$ cat src/hw/rtl/ptsw_pkg.sv
// shared constants, operation codes and control structs for the scheduler
// no dependencies
`default_nettype none
package ptsw_pkg;

  localparam int NUM_PRIO = 8;
  localparam int PRIO_W   = $clog2(NUM_PRIO);
  localparam int LVL_W    = PRIO_W + 1;
  localparam int DEPTH_W  = $clog2(NUM_PRIO + 1);
  localparam int TICK_W   = 16;
  localparam int LIMIT_W  = 4;
  localparam int OP_W     = 3;
  localparam int DLY_W    = 16;
  localparam int CFG_IDX_W  = 1;
  localparam int CFG_DATA_W = 4;

  localparam logic [OP_W-1:0] OP_CREATE = 3'd0;
  localparam logic [OP_W-1:0] OP_TICK   = 3'd1;
  localparam logic [OP_W-1:0] OP_DELAY  = 3'd2;
  localparam logic [OP_W-1:0] OP_RESUME = 3'd3;
  localparam logic [OP_W-1:0] OP_SCHED  = 3'd4;
  localparam logic [OP_W-1:0] OP_FINISH = 3'd5;

  localparam logic [CFG_IDX_W-1:0] CFG_PREEMPT_ON = 1'd0;
  localparam logic [CFG_IDX_W-1:0] CFG_LIMIT      = 1'd1;

  localparam logic [PRIO_W-1:0] LAST_PRIO = PRIO_W'(NUM_PRIO - 1);
  localparam logic signed [LVL_W-1:0] NO_TASK = '1;

  // sequencer to datapath
  typedef struct packed {
    logic              accept;
    logic              exec;
    logic              rd_en;
    logic              cmp_vld;
    logic [PRIO_W-1:0] cmp_idx;
    logic              sched_step;
    logic [PRIO_W-1:0] idx;
    logic              emit;
  } ptsw_ctrl_t;

  // datapath to sequencer
  typedef struct packed {
    logic sched_stop;
    logic out_free;
  } ptsw_stat_t;

endpackage
`default_nettype wire

$ cat src/hw/rtl/priority_task_scheduler_with_wakeup_core.sv
// fixed-priority scheduler: create/resume/delay/finish execute in S_EXEC after accept,
// tick: S_TICK (one wake tick entry compared per cycle via the ram read port), then S_TWAIT,
// schedule: S_SCHED (one level scanned per cycle from the top down); all end in S_EMIT.
// one word in flight; the next word is taken the cycle after its result is registered.
// reset: no task ready or blocked, tick 0, nothing running, stack empty, preemption on,
// no preemption limit; wake ticks and stack entries are only read once written
`default_nettype none
module priority_task_scheduler_with_wakeup_core
  import ptsw_pkg::*;
(
  input  wire logic                  clk_i,
  input  wire logic                  rst_ni,
  input  wire logic                  cfg_we_i,
  input  wire logic [CFG_IDX_W-1:0]  cfg_idx_i,
  input  wire logic [CFG_DATA_W-1:0] cfg_data_i,
  input  wire logic                  in_valid_i,
  output      logic                  in_ready_o,
  input  wire logic [OP_W-1:0]       op_i,
  input  wire logic [PRIO_W-1:0]     task_priority_i,
  input  wire logic [DLY_W-1:0]      delay_ticks_i,
  output      logic                  out_valid_o,
  input  wire logic                  out_ready_i,
  output      logic                  chosen_valid_o,
  output      logic [PRIO_W-1:0]     chosen_priority_o,
  output      logic                  preempt_pending_o,
  output      logic signed [LVL_W-1:0] current_level_o,
  output      logic [TICK_W-1:0]     tick_now_o,
  output      logic [NUM_PRIO-1:0]   ready_mask_o,
  output      logic                  op_error_o
);

  ptsw_ctrl_t ctrl;
  ptsw_stat_t stat;

  logic [NUM_PRIO-1:0]     ready_q, blocked_q;
  logic [TICK_W-1:0]       tick_q;
  logic signed [LVL_W-1:0] run_q;
  logic [LVL_W-1:0]        stack_q [NUM_PRIO];
  logic [DEPTH_W-1:0]      depth_q;
  logic                    flag_q;
  logic                    pre_on_q;
  logic [LIMIT_W-1:0]      limit_q;
  logic [OP_W-1:0]         op_q;
  logic [PRIO_W-1:0]       tp_q;
  logic [DLY_W-1:0]        dly_q;
  logic                    cv_q, err_q;
  logic [PRIO_W-1:0]       cp_q;
  logic                    out_valid_q;

  logic [TICK_W-1:0]       rdata;
  logic                    ram_we;
  logic [TICK_W-1:0]       wake_at;
  logic                    tp_ok;
  logic                    idle_run;
  logic                    wake_hit;
  logic                    sched_gt;
  logic                    sched_ok;
  logic [DEPTH_W-1:0]      depth_m1;

  // a level that has just become ready may raise preempt pending
  function automatic logic wake_ok(input logic [PRIO_W-1:0] p, input logic pre_on,
                                   input logic [LIMIT_W-1:0] limit,
                                   input logic signed [LVL_W-1:0] run);
    logic r;
    r = pre_on;
    if (limit != '0 && LIMIT_W'(p) < limit) begin
      r = 1'b0;
    end
    if (!(run[LVL_W-1] || $signed({1'b0, p}) > run)) begin
      r = 1'b0;
    end
    return r;
  endfunction

  ptsw_seq u_seq (
    .clk_i      (clk_i),
    .rst_ni     (rst_ni),
    .in_valid_i (in_valid_i),
    .op_i       (op_i),
    .in_ready_o (in_ready_o),
    .stat_i     (stat),
    .ctrl_o     (ctrl)
  );

  assign idle_run = run_q[LVL_W-1];
  assign tp_ok    = (32'(tp_q) < NUM_PRIO);
  assign wake_at  = tick_q + dly_q;
  assign ram_we   = ctrl.exec & (op_q == OP_DELAY) & !idle_run & (dly_q != '0);
  assign depth_m1 = depth_q - 1'b1;

  ptsw_tick_ram u_tick_ram (
    .clk_i   (clk_i),
    .we_i    (ram_we),
    .waddr_i (run_q[PRIO_W-1:0]),
    .wdata_i (wake_at),
    .re_i    (ctrl.rd_en),
    .raddr_i (ctrl.idx),
    .rdata_o (rdata)
  );

  // compare logic: wake tick match during tick, level compare during schedule
  assign wake_hit = blocked_q[ctrl.cmp_idx] & (rdata == tick_q);
  assign sched_gt = $signed({1'b0, ctrl.idx}) > run_q;
  assign sched_ok = !(pre_on_q && limit_q != '0 && !idle_run &&
                      LIMIT_W'(ctrl.idx) < limit_q) &&
                    (32'(depth_q) < NUM_PRIO);

  always_comb begin
    stat.sched_stop = !sched_gt | ready_q[ctrl.idx] | (ctrl.idx == '0);
    stat.out_free   = !out_valid_q | out_ready_i;
  end

  always_ff @(posedge clk_i or negedge rst_ni) begin
    if (!rst_ni) begin
      pre_on_q <= 1'b1;
      limit_q  <= '0;
    end else if (cfg_we_i) begin
      case (cfg_idx_i)
        CFG_PREEMPT_ON: pre_on_q <= cfg_data_i[0];
        CFG_LIMIT:      limit_q  <= cfg_data_i[LIMIT_W-1:0];
        default:        ;
      endcase
    end
  end

  always_ff @(posedge clk_i) begin
    if (ctrl.accept) begin
      op_q  <= op_i;
      tp_q  <= task_priority_i;
      dly_q <= delay_ticks_i;
    end
  end

  always_ff @(posedge clk_i) begin
    if (ctrl.sched_step && sched_gt && ready_q[ctrl.idx] && sched_ok) begin
      stack_q[depth_q[PRIO_W-1:0]] <= run_q;
    end
  end

  always_ff @(posedge clk_i or negedge rst_ni) begin
    if (!rst_ni) begin
      ready_q   <= '0;
      blocked_q <= '0;
      tick_q    <= '0;
      run_q     <= NO_TASK;
      depth_q   <= '0;
      flag_q    <= 1'b0;
      cv_q      <= 1'b0;
      cp_q      <= '0;
      err_q     <= 1'b0;
    end else begin
      if (ctrl.accept) begin
        cv_q  <= 1'b0;
        cp_q  <= '0;
        err_q <= 1'b0;
        if (op_i == OP_TICK) begin
          tick_q <= tick_q + 1'b1;
        end
        if (op_i == OP_SCHED) begin
          flag_q <= 1'b0;
        end
      end
      if (ctrl.cmp_vld && wake_hit) begin
        ready_q[ctrl.cmp_idx]   <= 1'b1;
        blocked_q[ctrl.cmp_idx] <= 1'b0;
        if (wake_ok(ctrl.cmp_idx, pre_on_q, limit_q, run_q)) begin
          flag_q <= 1'b1;
        end
      end
      if (ctrl.sched_step && sched_gt && ready_q[ctrl.idx] && sched_ok) begin
        depth_q <= depth_q + 1'b1;
        run_q   <= $signed({1'b0, ctrl.idx});
        cv_q    <= 1'b1;
        cp_q    <= ctrl.idx;
      end
      if (ctrl.exec) begin
        case (op_q)
          OP_CREATE: begin
            if (tp_ok) begin
              ready_q[tp_q]   <= 1'b1;
              blocked_q[tp_q] <= 1'b0;
            end
          end
          OP_RESUME: begin
            if (tp_ok) begin
              ready_q[tp_q]   <= 1'b1;
              blocked_q[tp_q] <= 1'b0;
              if (wake_ok(tp_q, pre_on_q, limit_q, run_q)) begin
                flag_q <= 1'b1;
              end
            end
          end
          OP_DELAY: begin
            if (idle_run) begin
              err_q <= 1'b1;
            end else if (dly_q != '0) begin
              ready_q[run_q[PRIO_W-1:0]]   <= 1'b0;
              blocked_q[run_q[PRIO_W-1:0]] <= 1'b1;
            end
          end
          OP_FINISH: begin
            if (idle_run) begin
              err_q <= 1'b1;
            end else if (depth_q == '0) begin
              run_q <= NO_TASK;
            end else begin
              depth_q <= depth_m1;
              run_q   <= $signed(stack_q[depth_m1[PRIO_W-1:0]]);
            end
          end
          default: ;
        endcase
      end
    end
  end

  // result register, loaded once the word's work is complete
  always_ff @(posedge clk_i or negedge rst_ni) begin
    if (!rst_ni) begin
      out_valid_q <= 1'b0;
    end else if (ctrl.emit) begin
      out_valid_q <= 1'b1;
    end else if (out_ready_i) begin
      out_valid_q <= 1'b0;
    end
  end

  always_ff @(posedge clk_i) begin
    if (ctrl.emit) begin
      chosen_valid_o    <= cv_q;
      chosen_priority_o <= cp_q;
      preempt_pending_o <= flag_q;
      current_level_o   <= run_q;
      tick_now_o        <= tick_q;
      ready_mask_o      <= ready_q;
      op_error_o        <= err_q;
    end
  end

  assign out_valid_o = out_valid_q;

endmodule
`default_nettype wire

$ cat src/hw/rtl/ptsw_tick_ram.sv
// wake tick store, one entry per priority level, registered read
// depends on ptsw_pkg
`default_nettype none
module ptsw_tick_ram
  import ptsw_pkg::*;
(
  input  wire logic              clk_i,
  input  wire logic              we_i,
  input  wire logic [PRIO_W-1:0] waddr_i,
  input  wire logic [TICK_W-1:0] wdata_i,
  input  wire logic              re_i,
  input  wire logic [PRIO_W-1:0] raddr_i,
  output      logic [TICK_W-1:0] rdata_o
);

  logic [TICK_W-1:0] mem [NUM_PRIO];
  logic [TICK_W-1:0] rdata_q;

  always_ff @(posedge clk_i) begin
    if (we_i) begin
      mem[waddr_i] <= wdata_i;
    end
  end

  always_ff @(posedge clk_i) begin
    if (re_i) begin
      rdata_q <= mem[raddr_i];
    end
  end

  assign rdata_o = rdata_q;

endmodule
`default_nettype wire

$ cat src/hw/rtl/ptsw_seq.sv
// sequencer: walks the priority levels one per cycle for tick and schedule
// depends on ptsw_pkg
`default_nettype none
module ptsw_seq
  import ptsw_pkg::*;
(
  input  wire logic            clk_i,
  input  wire logic            rst_ni,
  input  wire logic            in_valid_i,
  input  wire logic [OP_W-1:0] op_i,
  output      logic            in_ready_o,
  input  wire ptsw_stat_t      stat_i,
  output      ptsw_ctrl_t      ctrl_o
);

  localparam logic [2:0] S_IDLE  = 3'd0;
  localparam logic [2:0] S_EXEC  = 3'd1;
  localparam logic [2:0] S_TICK  = 3'd2;
  localparam logic [2:0] S_TWAIT = 3'd3;
  localparam logic [2:0] S_SCHED = 3'd4;
  localparam logic [2:0] S_EMIT  = 3'd5;

  logic [2:0]        state_q, state_d;
  logic [PRIO_W-1:0] idx_q, idx_d;
  logic              cmp_vld_q;
  logic [PRIO_W-1:0] cmp_idx_q;
  logic              accept;

  assign in_ready_o = (state_q == S_IDLE);
  assign accept     = in_valid_i & in_ready_o;

  always_comb begin
    state_d = state_q;
    idx_d   = idx_q;
    case (state_q)
      S_IDLE: begin
        if (accept) begin
          case (op_i)
            OP_TICK: begin
              state_d = S_TICK;
              idx_d   = '0;
            end
            OP_SCHED: begin
              state_d = S_SCHED;
              idx_d   = LAST_PRIO;
            end
            default: state_d = S_EXEC;
          endcase
        end
      end
      S_EXEC: state_d = S_EMIT;
      S_TICK: begin
        idx_d = idx_q + 1'b1;
        if (idx_q == LAST_PRIO) begin
          state_d = S_TWAIT;
        end
      end
      S_TWAIT: state_d = S_EMIT;
      S_SCHED: begin
        if (stat_i.sched_stop) begin
          state_d = S_EMIT;
        end else begin
          idx_d = idx_q - 1'b1;
        end
      end
      S_EMIT: begin
        if (stat_i.out_free) begin
          state_d = S_IDLE;
        end
      end
      default: state_d = S_IDLE;
    endcase
  end

  always_ff @(posedge clk_i or negedge rst_ni) begin
    if (!rst_ni) begin
      state_q   <= S_IDLE;
      idx_q     <= '0;
      cmp_vld_q <= 1'b0;
      cmp_idx_q <= '0;
    end else begin
      state_q   <= state_d;
      idx_q     <= idx_d;
      // compare runs in the cycle after the read issue
      cmp_vld_q <= (state_q == S_TICK);
      cmp_idx_q <= idx_q;
    end
  end

  always_comb begin
    ctrl_o.accept     = accept;
    ctrl_o.exec       = (state_q == S_EXEC);
    ctrl_o.rd_en      = (state_q == S_TICK);
    ctrl_o.cmp_vld    = cmp_vld_q;
    ctrl_o.cmp_idx    = cmp_idx_q;
    ctrl_o.sched_step = (state_q == S_SCHED);
    ctrl_o.idx        = idx_q;
    ctrl_o.emit       = (state_q == S_EMIT) & stat_i.out_free;
  end

endmodule
`default_nettype wire

$ cat config.mk
export PLATFORM = sky130hd
export DESIGN_NAME = priority_task_scheduler_with_wakeup_core
export DESIGN_NICKNAME = d
export VERILOG_FILES = /design/src/hw/rtl/ptsw_pkg.sv /design/src/hw/rtl/priority_task_scheduler_with_wakeup_core.sv /design/src/hw/rtl/ptsw_tick_ram.sv /design/src/hw/rtl/ptsw_seq.sv
export SDC_FILE = /design/constraint.sdc
export NUM_CORES = 1
export LEC_CHECK = 0
export BUFFER_PORTS_ARGS = -buffer_cell sky130_fd_sc_hd__buf_2
export CAP_MARGIN = 5
export CORE_UTILIZATION = 55
export CTS_CLUSTER_DIAMETER = 30
export DETAILED_ROUTE_END_ITERATION = 7
export HOLD_SLACK_MARGIN = 0.02
export PLACE_DENSITY_LB_ADDON = 0.1
export SLEW_MARGIN = 5
export SYNTH_ARGS = -nofsm -noshare
export SYNTH_HDL_FRONTEND = slang
export SYNTH_SLANG_ARGS = --single-unit
$ cat constraint.sdc
create_clock -name clk_i -period 6.65 [get_ports clk_i]
set_input_delay 0.3325 -clock clk_i [delete_from_list [all_inputs] [get_ports clk_i]]
set_output_delay 0.3325 -clock clk_i [all_outputs]
set_load 0.02 [all_outputs]
; Word level (Yosys, flattened, before mapping)
; Memory sizes are Yosys's and may differ from the RTL's. A register that Yosys moved wholly into a read port is not among the register bits.
; Cells that the tools add are included.
[word_totals]
output_inout_bits = 36
mem_count = 2
input_bits = 32
ram_bits = 160
ff_bits = 118
[memory_table]
columns = name, depth, word_bits, rd, rd_clocked_by_memory_dff, write_ports, line
row1 = u_tick_ram.mem, 8, 16, 1, 1, 1, ptsw_tick_ram.sv:16  ; logic [TICK_W-1:0] mem [NUM_PRIO];
row2 = stack_q, 8, 4, 1, 0, 1, priority_task_scheduler_with_wakeup_core.sv:38  ; logic [LVL_W-1:0] stack_q [NUM_PRIO];
[classes]
muxes = 68
order_cmp = 14
bitwise_logic = 19
addsub = 6
eq_ne = 18
n_reduce_logical = 36
[op_table]
columns = op, n
row1 = $mux 8, 8
row2 = $mux 4, 10
row3 = $pmux 8 s2, 2
row4 = $mux 1, 31
row5 = $and 8x8->8, 3
row6 = $mux 3, 8
row7 = $not 8->8, 3
row8 = $or 8x8->8, 3
row9 = $add 16x1->16 const B, 1
row10 = $add 16x16->16, 1
row11 = $eq 16x16->1, 1
row12 = $lt 3x4->1 const B, 4
row13 = $reduce_bool 16->1, 1
row14 = $eq 3x3->1 const B, 5
row15 = $pmux 3 s5, 1
row16 = $logic_and 1x1->1, 13
row17 = $eq 3x2->1 const B, 4
row18 = $gt 4x4->1, 3
row19 = $lt 3x4->1, 3
row20 = $pmux 3 s2, 2
row21 = $demux 1 s3, 3
row22 = $ge 3x1->1 const B, 3
row23 = $logic_not 3->1, 3
row24 = $pmux 3 s3, 1
row25 = other kinds (22), 44

; Logic depth before layout (Yosys ltp)
[logic_depth]
depth_word = 12
depth_mapped = 11
mapped_depth_nobuf = 10

; Hierarchy
; Synthesis repeated with hierarchy kept, for this count alone.
[unflattened]
hier_cells = 815
hier_area_um2 = 13002.5
[by_module_without_submodules]
columns = module, n_inst, area_each_um2, cells_per_inst, seq_area_each_um2
row1 = priority_task_scheduler_with_wakeup_core, 1, 6914.1, 540, 3950.0
row2 = ptsw_tick_ram, 1, 5454.0, 214, 4324.1
row3 = ptsw_seq, 1, 634.4, 61, 250.2

; Worst setup path before layout
; OpenSTA, ideal clock, no wires.
[synth_path]
path_type = register to register
from = register u_seq.state_q[1]
to = register ready_q[4]
arrival_ns = 2.497
path_stages_with_launch = 6
setup_slack_ns = 3.958
cell_sequence = dfrtp_1 -> nor3b_1 -> and2b_1 -> nand4_1 -> nor3_1 -> o21ai_0
[synth_via]
elab_chain_cells = 2
[synth_lines]
columns = element, line
row1 = start: declaration, ptsw_seq.sv:23  ; logic [2:0] state_q, state_d;
row2 = start signal: assignment, ptsw_seq.sv:82  ; state_q <= state_d;
row3 = $eq 3x1->1, ptsw_seq.sv:92  ; ctrl_o.exec = (state_q == S_EXEC);
row4 = $mux 8, priority_task_scheduler_with_wakeup_core.sv:176  ; if (ctrl.exec) begin
row5 = end signal: indexed assignment, priority_task_scheduler_with_wakeup_core.sv:180  ; ready_q[tp_q] <= 1'b1;
row6 = end signal: indexed assignment, priority_task_scheduler_with_wakeup_core.sv:186  ; ready_q[tp_q] <= 1'b1;
row7 = end signal: indexed assignment, priority_task_scheduler_with_wakeup_core.sv:197  ; ready_q[run_q[PRIO_W-1:0]] <= 1'b0;
row8 = end: declaration, priority_task_scheduler_with_wakeup_core.sv:35  ; logic [NUM_PRIO-1:0] ready_q, blocked_q;
; No other way between the ends.
; A chain may end at the register's enable or synchronous reset.

; Worst setup path in the final report
[layout_path]
from = register u_seq.idx_q[1]
to = memory stack_q[3][3] in the netlist's numbering (enable)
[layout_via]
elab_chain_cells = 7
[layout_lines]
columns = element, line
row1 = start: declaration, ptsw_seq.sv:24  ; logic [PRIO_W-1:0] idx_q, idx_d;
row2 = start signal: assignment, ptsw_seq.sv:83  ; idx_q <= idx_d;
row3 = $lt 3x4->1, priority_task_scheduler_with_wakeup_core.sv:105  ; LIMIT_W'(ctrl.idx) < limit_q) &&
row4 = $logic_and 1x1->1, priority_task_scheduler_with_wakeup_core.sv:104  ; assign sched_ok = !(pre_on_q && limit_q != '0 && !idle_run &&
row5 = $logic_not 1->1, priority_task_scheduler_with_wakeup_core.sv:104
row6 = $logic_and 1x1->1, priority_task_scheduler_with_wakeup_core.sv:105
row7 = $logic_and 1x1->1 (*), priority_task_scheduler_with_wakeup_core.sv:135  ; if (ctrl.sched_step && sched_gt && ready_q[ctrl.idx] && sched_ok) begin
row8 = $mux 1 (*), priority_task_scheduler_with_wakeup_core.sv:135
row9 = $mux 1 (implied by the code) (*), priority_task_scheduler_with_wakeup_core.sv:136  ; stack_q[depth_q[PRIO_W-1:0]] <= run_q;
row10 = end: declaration, priority_task_scheduler_with_wakeup_core.sv:38
; Every way passes the cells marked *; elsewhere a longest branch is shown, timed or not. The select of a mux whose other input is x is not followed.

==> summary.md <==
For hold timing, the worst endpoint is limit_q[1]$_DFFE_PN0P_. For the worst setup path, the data required time is 6.85 ns. For this run, design rule violations remaining after detail routing come to 0. The synthesized netlist contains 70 unique library cells. The tools report the final setup violation count as 0. The fraction of power consumed by the clock network is 38.1%. In this run the horizontal extent of the chip is 155 µm. The routed layout has 7661 vias. The area growth from synthesis to layout was 21.3%; the met1 track demand over resource was 34.5%.

Setup total negative slack on the finished layout was measured at 0 ns. The worst path needs 3.86 ns of the cycle, external delays included. Slew at the pin with the worst max-slew slack: 1.10 ns. TritonCTS built the clock tree.

The switching power share of the total is 31.0%. The worst setup path is captured at a flip-flop. Number of DRC markers after the initial detailed-route iteration: 623. For the core area, the log shows 22800 µm². The worst hold path passes through 2 cells. STA classifies the critical path startpoint as a flip-flop.

Using the TritonRoute via totals, the vias-per-cell ratio works out to 5.88. At the worst endpoint, the arrival time is 4.06 ns. Total count of hold-check failures in the final report: 0. The portion of synthesized cell area occupied by the leading cell type came out at 54.3%. The run gives 0.00215 W as the reported net switching power. The type of the setup path with the least slack is flip-flop to flip-flop. The die covers 23900 µm². For the net count of the mapped netlist, the log shows 884.

For the number of max-capacitance violations reported, the log shows 0. For the number of max-slew violations in the final report, the log shows 0. Each instance of the synthesized netlist takes up on average 15.7 µm².

Entering global routing, the biggest net connects 35 pins. The met3 track utilization from global routing was 4.31%. Global routing used 25.6% of the available tracks across all layers. For the number of cells upsized or downsized after cts, the log shows 0. For the number of warning messages in the yosys log, the log shows 0. For the highest clock rate, the log shows 0.259 GHz.

Hold timing on the final database bottoms out at a slack of 0.0334 ns. Once detailed placement completed, the half-perimeter wirelength came to 19.0 mm. The min-delay analysis places its worst path in the category input pin to flip-flop. Clock latency on the worst-skew pair, taken at its later pin, is 0.55 ns. Counting cells, the worst reg-to-reg path comes to 7.

The die is 155 µm tall. Synthesis handed over a netlist of 817 instances. The worst path uses 58.1% of the clock period. Setup repair after global routing left no endpoint under its margin. The cell type with the highest aggregate area in the netlist was sky130_fd_sc_hd__edfxtp_1. Summed over all layers, the global routing overflow is 0. The fraction of registers with async set or reset after synthesis is 21.1%. The internal power consumption came out at 0.00479 W. The slack of the critical path came out at 2.79 ns. The number of register bits inferred by synthesis was 294; the number of global-route vias before repair was 8040. The startpoint identified for the worst register-to-register timing path is u_seq.idx_q[1]$_DFFE_PN0P_.

The number of placed I/O pins came out at 68. The global routing stage identified its most utilized layer as met2. The total power density per cell area is 446 nW/µm².

The relative slew slack came out at 26.7%. After the last flow step, the layout net total stands at 1014. Library cell used as clock root buffer: sky130_fd_sc_hd__clkbuf_16.

Registers are responsible for 39.9% of the overall power. After the flow finishes, the layout carries non-filler instances totaling 1304. In this run the worst setup path begins at u_seq.idx_q[1]$_DFFE_PN0P_. In this run, synthesis inferred 232 flip-flops with an integrated enable. The synthesized netlist occupies a cell area of 12800 µm². Buffers placed on the I/O ports in this run total 67.

The run finished with clean final reports. Global routing used 42.7% of the available met2 tracks. The maximum number of buffers from clock root to sink is 3. The startpoint identified for the worst hold timing path is cfg_data_i[1]. The critical-path maximum fanout is 26, and the initial cell density of the core is 56.3%. After synthesis, the cell types taking the most area are sky130_fd_sc_hd__edfxtp_1 (54%), sky130_fd_sc_hd__dfrtp_1 (11%), sky130_fd_sc_hd__mux4_2 (7.2%). Total chip power: 0.00694 W. The end of the worst register-to-register path was stack_q[3][3]$_DFFE_PP_.

For the worst supply voltage drop on vdd, the log shows 0.298 mV. The sum of routed wire length over all layers is 29.2 mm. Setup slack at placement: 2.81 ns.

The share of the yosys chip area belonging to registers was 66.5%; the number of clock sinks was 294. Of the cells placed in the final design, the portion with a size suffix greater than 1 is 26.3%. The logs give 0 for the initial antenna violation count and 22.0% for the combinational share of power.

The tools report the buffer count from post-CTS setup fixing as 0. Total CTS buffers: 53. The analysis attributes to cell leakage a power of 5.79 nW. The setup slack of the most critical reg-to-reg path came out at 2.79 ns. The number of diodes is 0, and the clock-pin transition on the worst setup and hold timing paths is 0.05 ns. The logs give 2 for the number of levels the H-tree was split into and 0.0142 ns for the final clock skew. Number of antenna-violating nets in the routed design: 0. The first global-routing pass estimated 45.4 mm of wire.

Routed length per instance: 22.4 µm. The commonest register cell after synthesis was sky130_fd_sc_hd__edfxtp_1. The floorplan has 55 rows. At the end of routability-driven placement, the weighted congestion stood at 0.863. For the number of detailed-route iterations in the first pass, the log shows 5. Count of placed standard cells including taps: 1184.
## power by group through the flow
stage | clock network, W | registers, W | logic [W]
6_report | 0.00265 | 0.00277 | 0.00153
5_1_grt | 0.00276 | 0.00281 | 0.00167
4_1_cts | 0.00267 | 0.00277 | 0.00153
3_5_place_dp | 0 | 0.00281 | 0.00151
3_3_place_gp | 0 | 0.00279 | 0.00147
2_1_floorplan | 0 | 0.00269 | 0.00112
## cell usage in the layout (no fill, tap or decap), types with 8 or more instances in the layout
master,count
sky130_fd_sc_hd__ha_1,33
sky130_fd_sc_hd__xor2_1,27
sky130_fd_sc_hd__nand3_1,15
sky130_fd_sc_hd__nor3_2,8
sky130_fd_sc_hd__xnor2_1,21
sky130_fd_sc_hd__clkbuf_16,53
sky130_fd_sc_hd__mux4_2,41
sky130_fd_sc_hd__edfxtp_1,232
sky130_fd_sc_hd__a21o_1,13
sky130_fd_sc_hd__dlygate4sd3_1,21
sky130_fd_sc_hd__nor2b_1,11
sky130_fd_sc_hd__nand2b_1,8
sky130_fd_sc_hd__buf_4,14
sky130_fd_sc_hd__o21ai_0,26
sky130_fd_sc_hd__nor2_1,38
sky130_fd_sc_hd__clkinvlp_4,10
sky130_fd_sc_hd__dfrtp_1,56
sky130_fd_sc_hd__nand4_1,9
sky130_fd_sc_hd__a21oi_1,32
sky130_fd_sc_hd__mux2_2,23
sky130_fd_sc_hd__nor3_1,8
sky130_fd_sc_hd__buf_2,67
sky130_fd_sc_hd__nand2_1,34
sky130_fd_sc_hd__inv_1,23
sky130_fd_sc_hd__mux2i_1,10
sky130_fd_sc_hd__o21a_1,10
## critical path, cell delays in order, from the launching register on
cell,delay [ns]
sky130_fd_sc_hd__dfrtp_1,0.91
sky130_fd_sc_hd__buf_4,0.50
sky130_fd_sc_hd__ha_1,0.32
sky130_fd_sc_hd__a32oi_1,0.23
sky130_fd_sc_hd__o21ai_1,0.18
sky130_fd_sc_hd__a311oi_4,0.88
sky130_fd_sc_hd__nand3_2,0.15
sky130_fd_sc_hd__nor2_1,0.34
## kinds of logic (layout without fill, tap and decap cells)
group	after synthesis	count (layout)	synth area share [%]
DFF	294	294	66.5
and+or+nand+nor	174	174	7.46
AOI/OAI and AO/OA	142	142	7.61
muxes	74	74	10.0
buffers and inverters	50	224	1.65
xor gates and xnor gates	48	48	3.28
adders and majority gates	35	35	3.53
## per-stage QoR
step | area (µm²) | util, %
after CTS | 15600 | 68.3
after global routing | 15600 | 68.3
final | 15600 | 68.3
after floorplan | 12800 | -
after detailed placement | 13600 | 59.5
after global placement | 13600 | 59.5
## layer usage
| layer | vias to the layer above | share of wire (%) |
|---|---|---|
| li1 | 3472 | - |
| met5 | - | 0 |
| met1 | 3892 | 43 |
| met4 | 0 | 2.0 |
| met2 | 247 | 50 |
| met3 | 50 | 5.8 |
## timing repair
| action | in CTS | in global routing |
|---|---|---|
| setup endpoints to repair | 0 | 0 |
| endpoints found under the hold margin | 47 | 0 |
| hold buffers | 21 | 0 |
## worst max path at each step
stage | end | slack, ns
floorplan | ready_q[4]$_DFF_PN0_ | 3.96
CTS | stack_q[1][2]$_DFFE_PP_ | 2.81
finish | stack_q[3][3]$_DFFE_PP_ | 2.79
detailed placement | stack_q[3][1]$_DFFE_PP_ | 2.81
global route | stack_q[3][3]$_DFFE_PP_ | 2.53
global placement | stack_q[6][3]$_DFFE_PP_ | 2.86
## cells in the mapped netlist (all sizes together) (5+ instances only)
cell type  instances
nand3             16
nand2             36
a21o              13
dfstp              5
o21ai             27
xor2              27
buf               13
ha                33
edfxtp           232
nor2              39
a21boi             8
mux4              41
o22ai              5
nor4               7
a21oi             32
xnor2             21
mux2i             10
nor2b             11
inv               23
dfrtp             57
o21a              10
nand4              9
nor3b              7
clkbuf            14
nand2b             8
o211ai             6
nor3              16
or3                5
mux2              23
a31oi              7
## registers in the layout, summed over array words and instances, names as in the netlist, 8 cells and up
signal and flops:
ready_mask_o 8, stack_q 32, u_tick_ram.mem 128, ready_q 8, u_tick_ram.rdata_o 16, tick_now_o 16, dly_q 16, blocked_q 8
tick_q 16
## final cells by class
cell class / instances / area [µm²]
clock inverters: 42 / 454
repair buffers: 102 / 651
fillers: 1515 / 7220
clock buffers: 57 / 1340
well taps: 313 / 392
flip-flops and latches: 294 / 8530
multi-input cells: 473 / 4110
inverters: 23 / 86.3
Power figures use the tool's default switching activity.
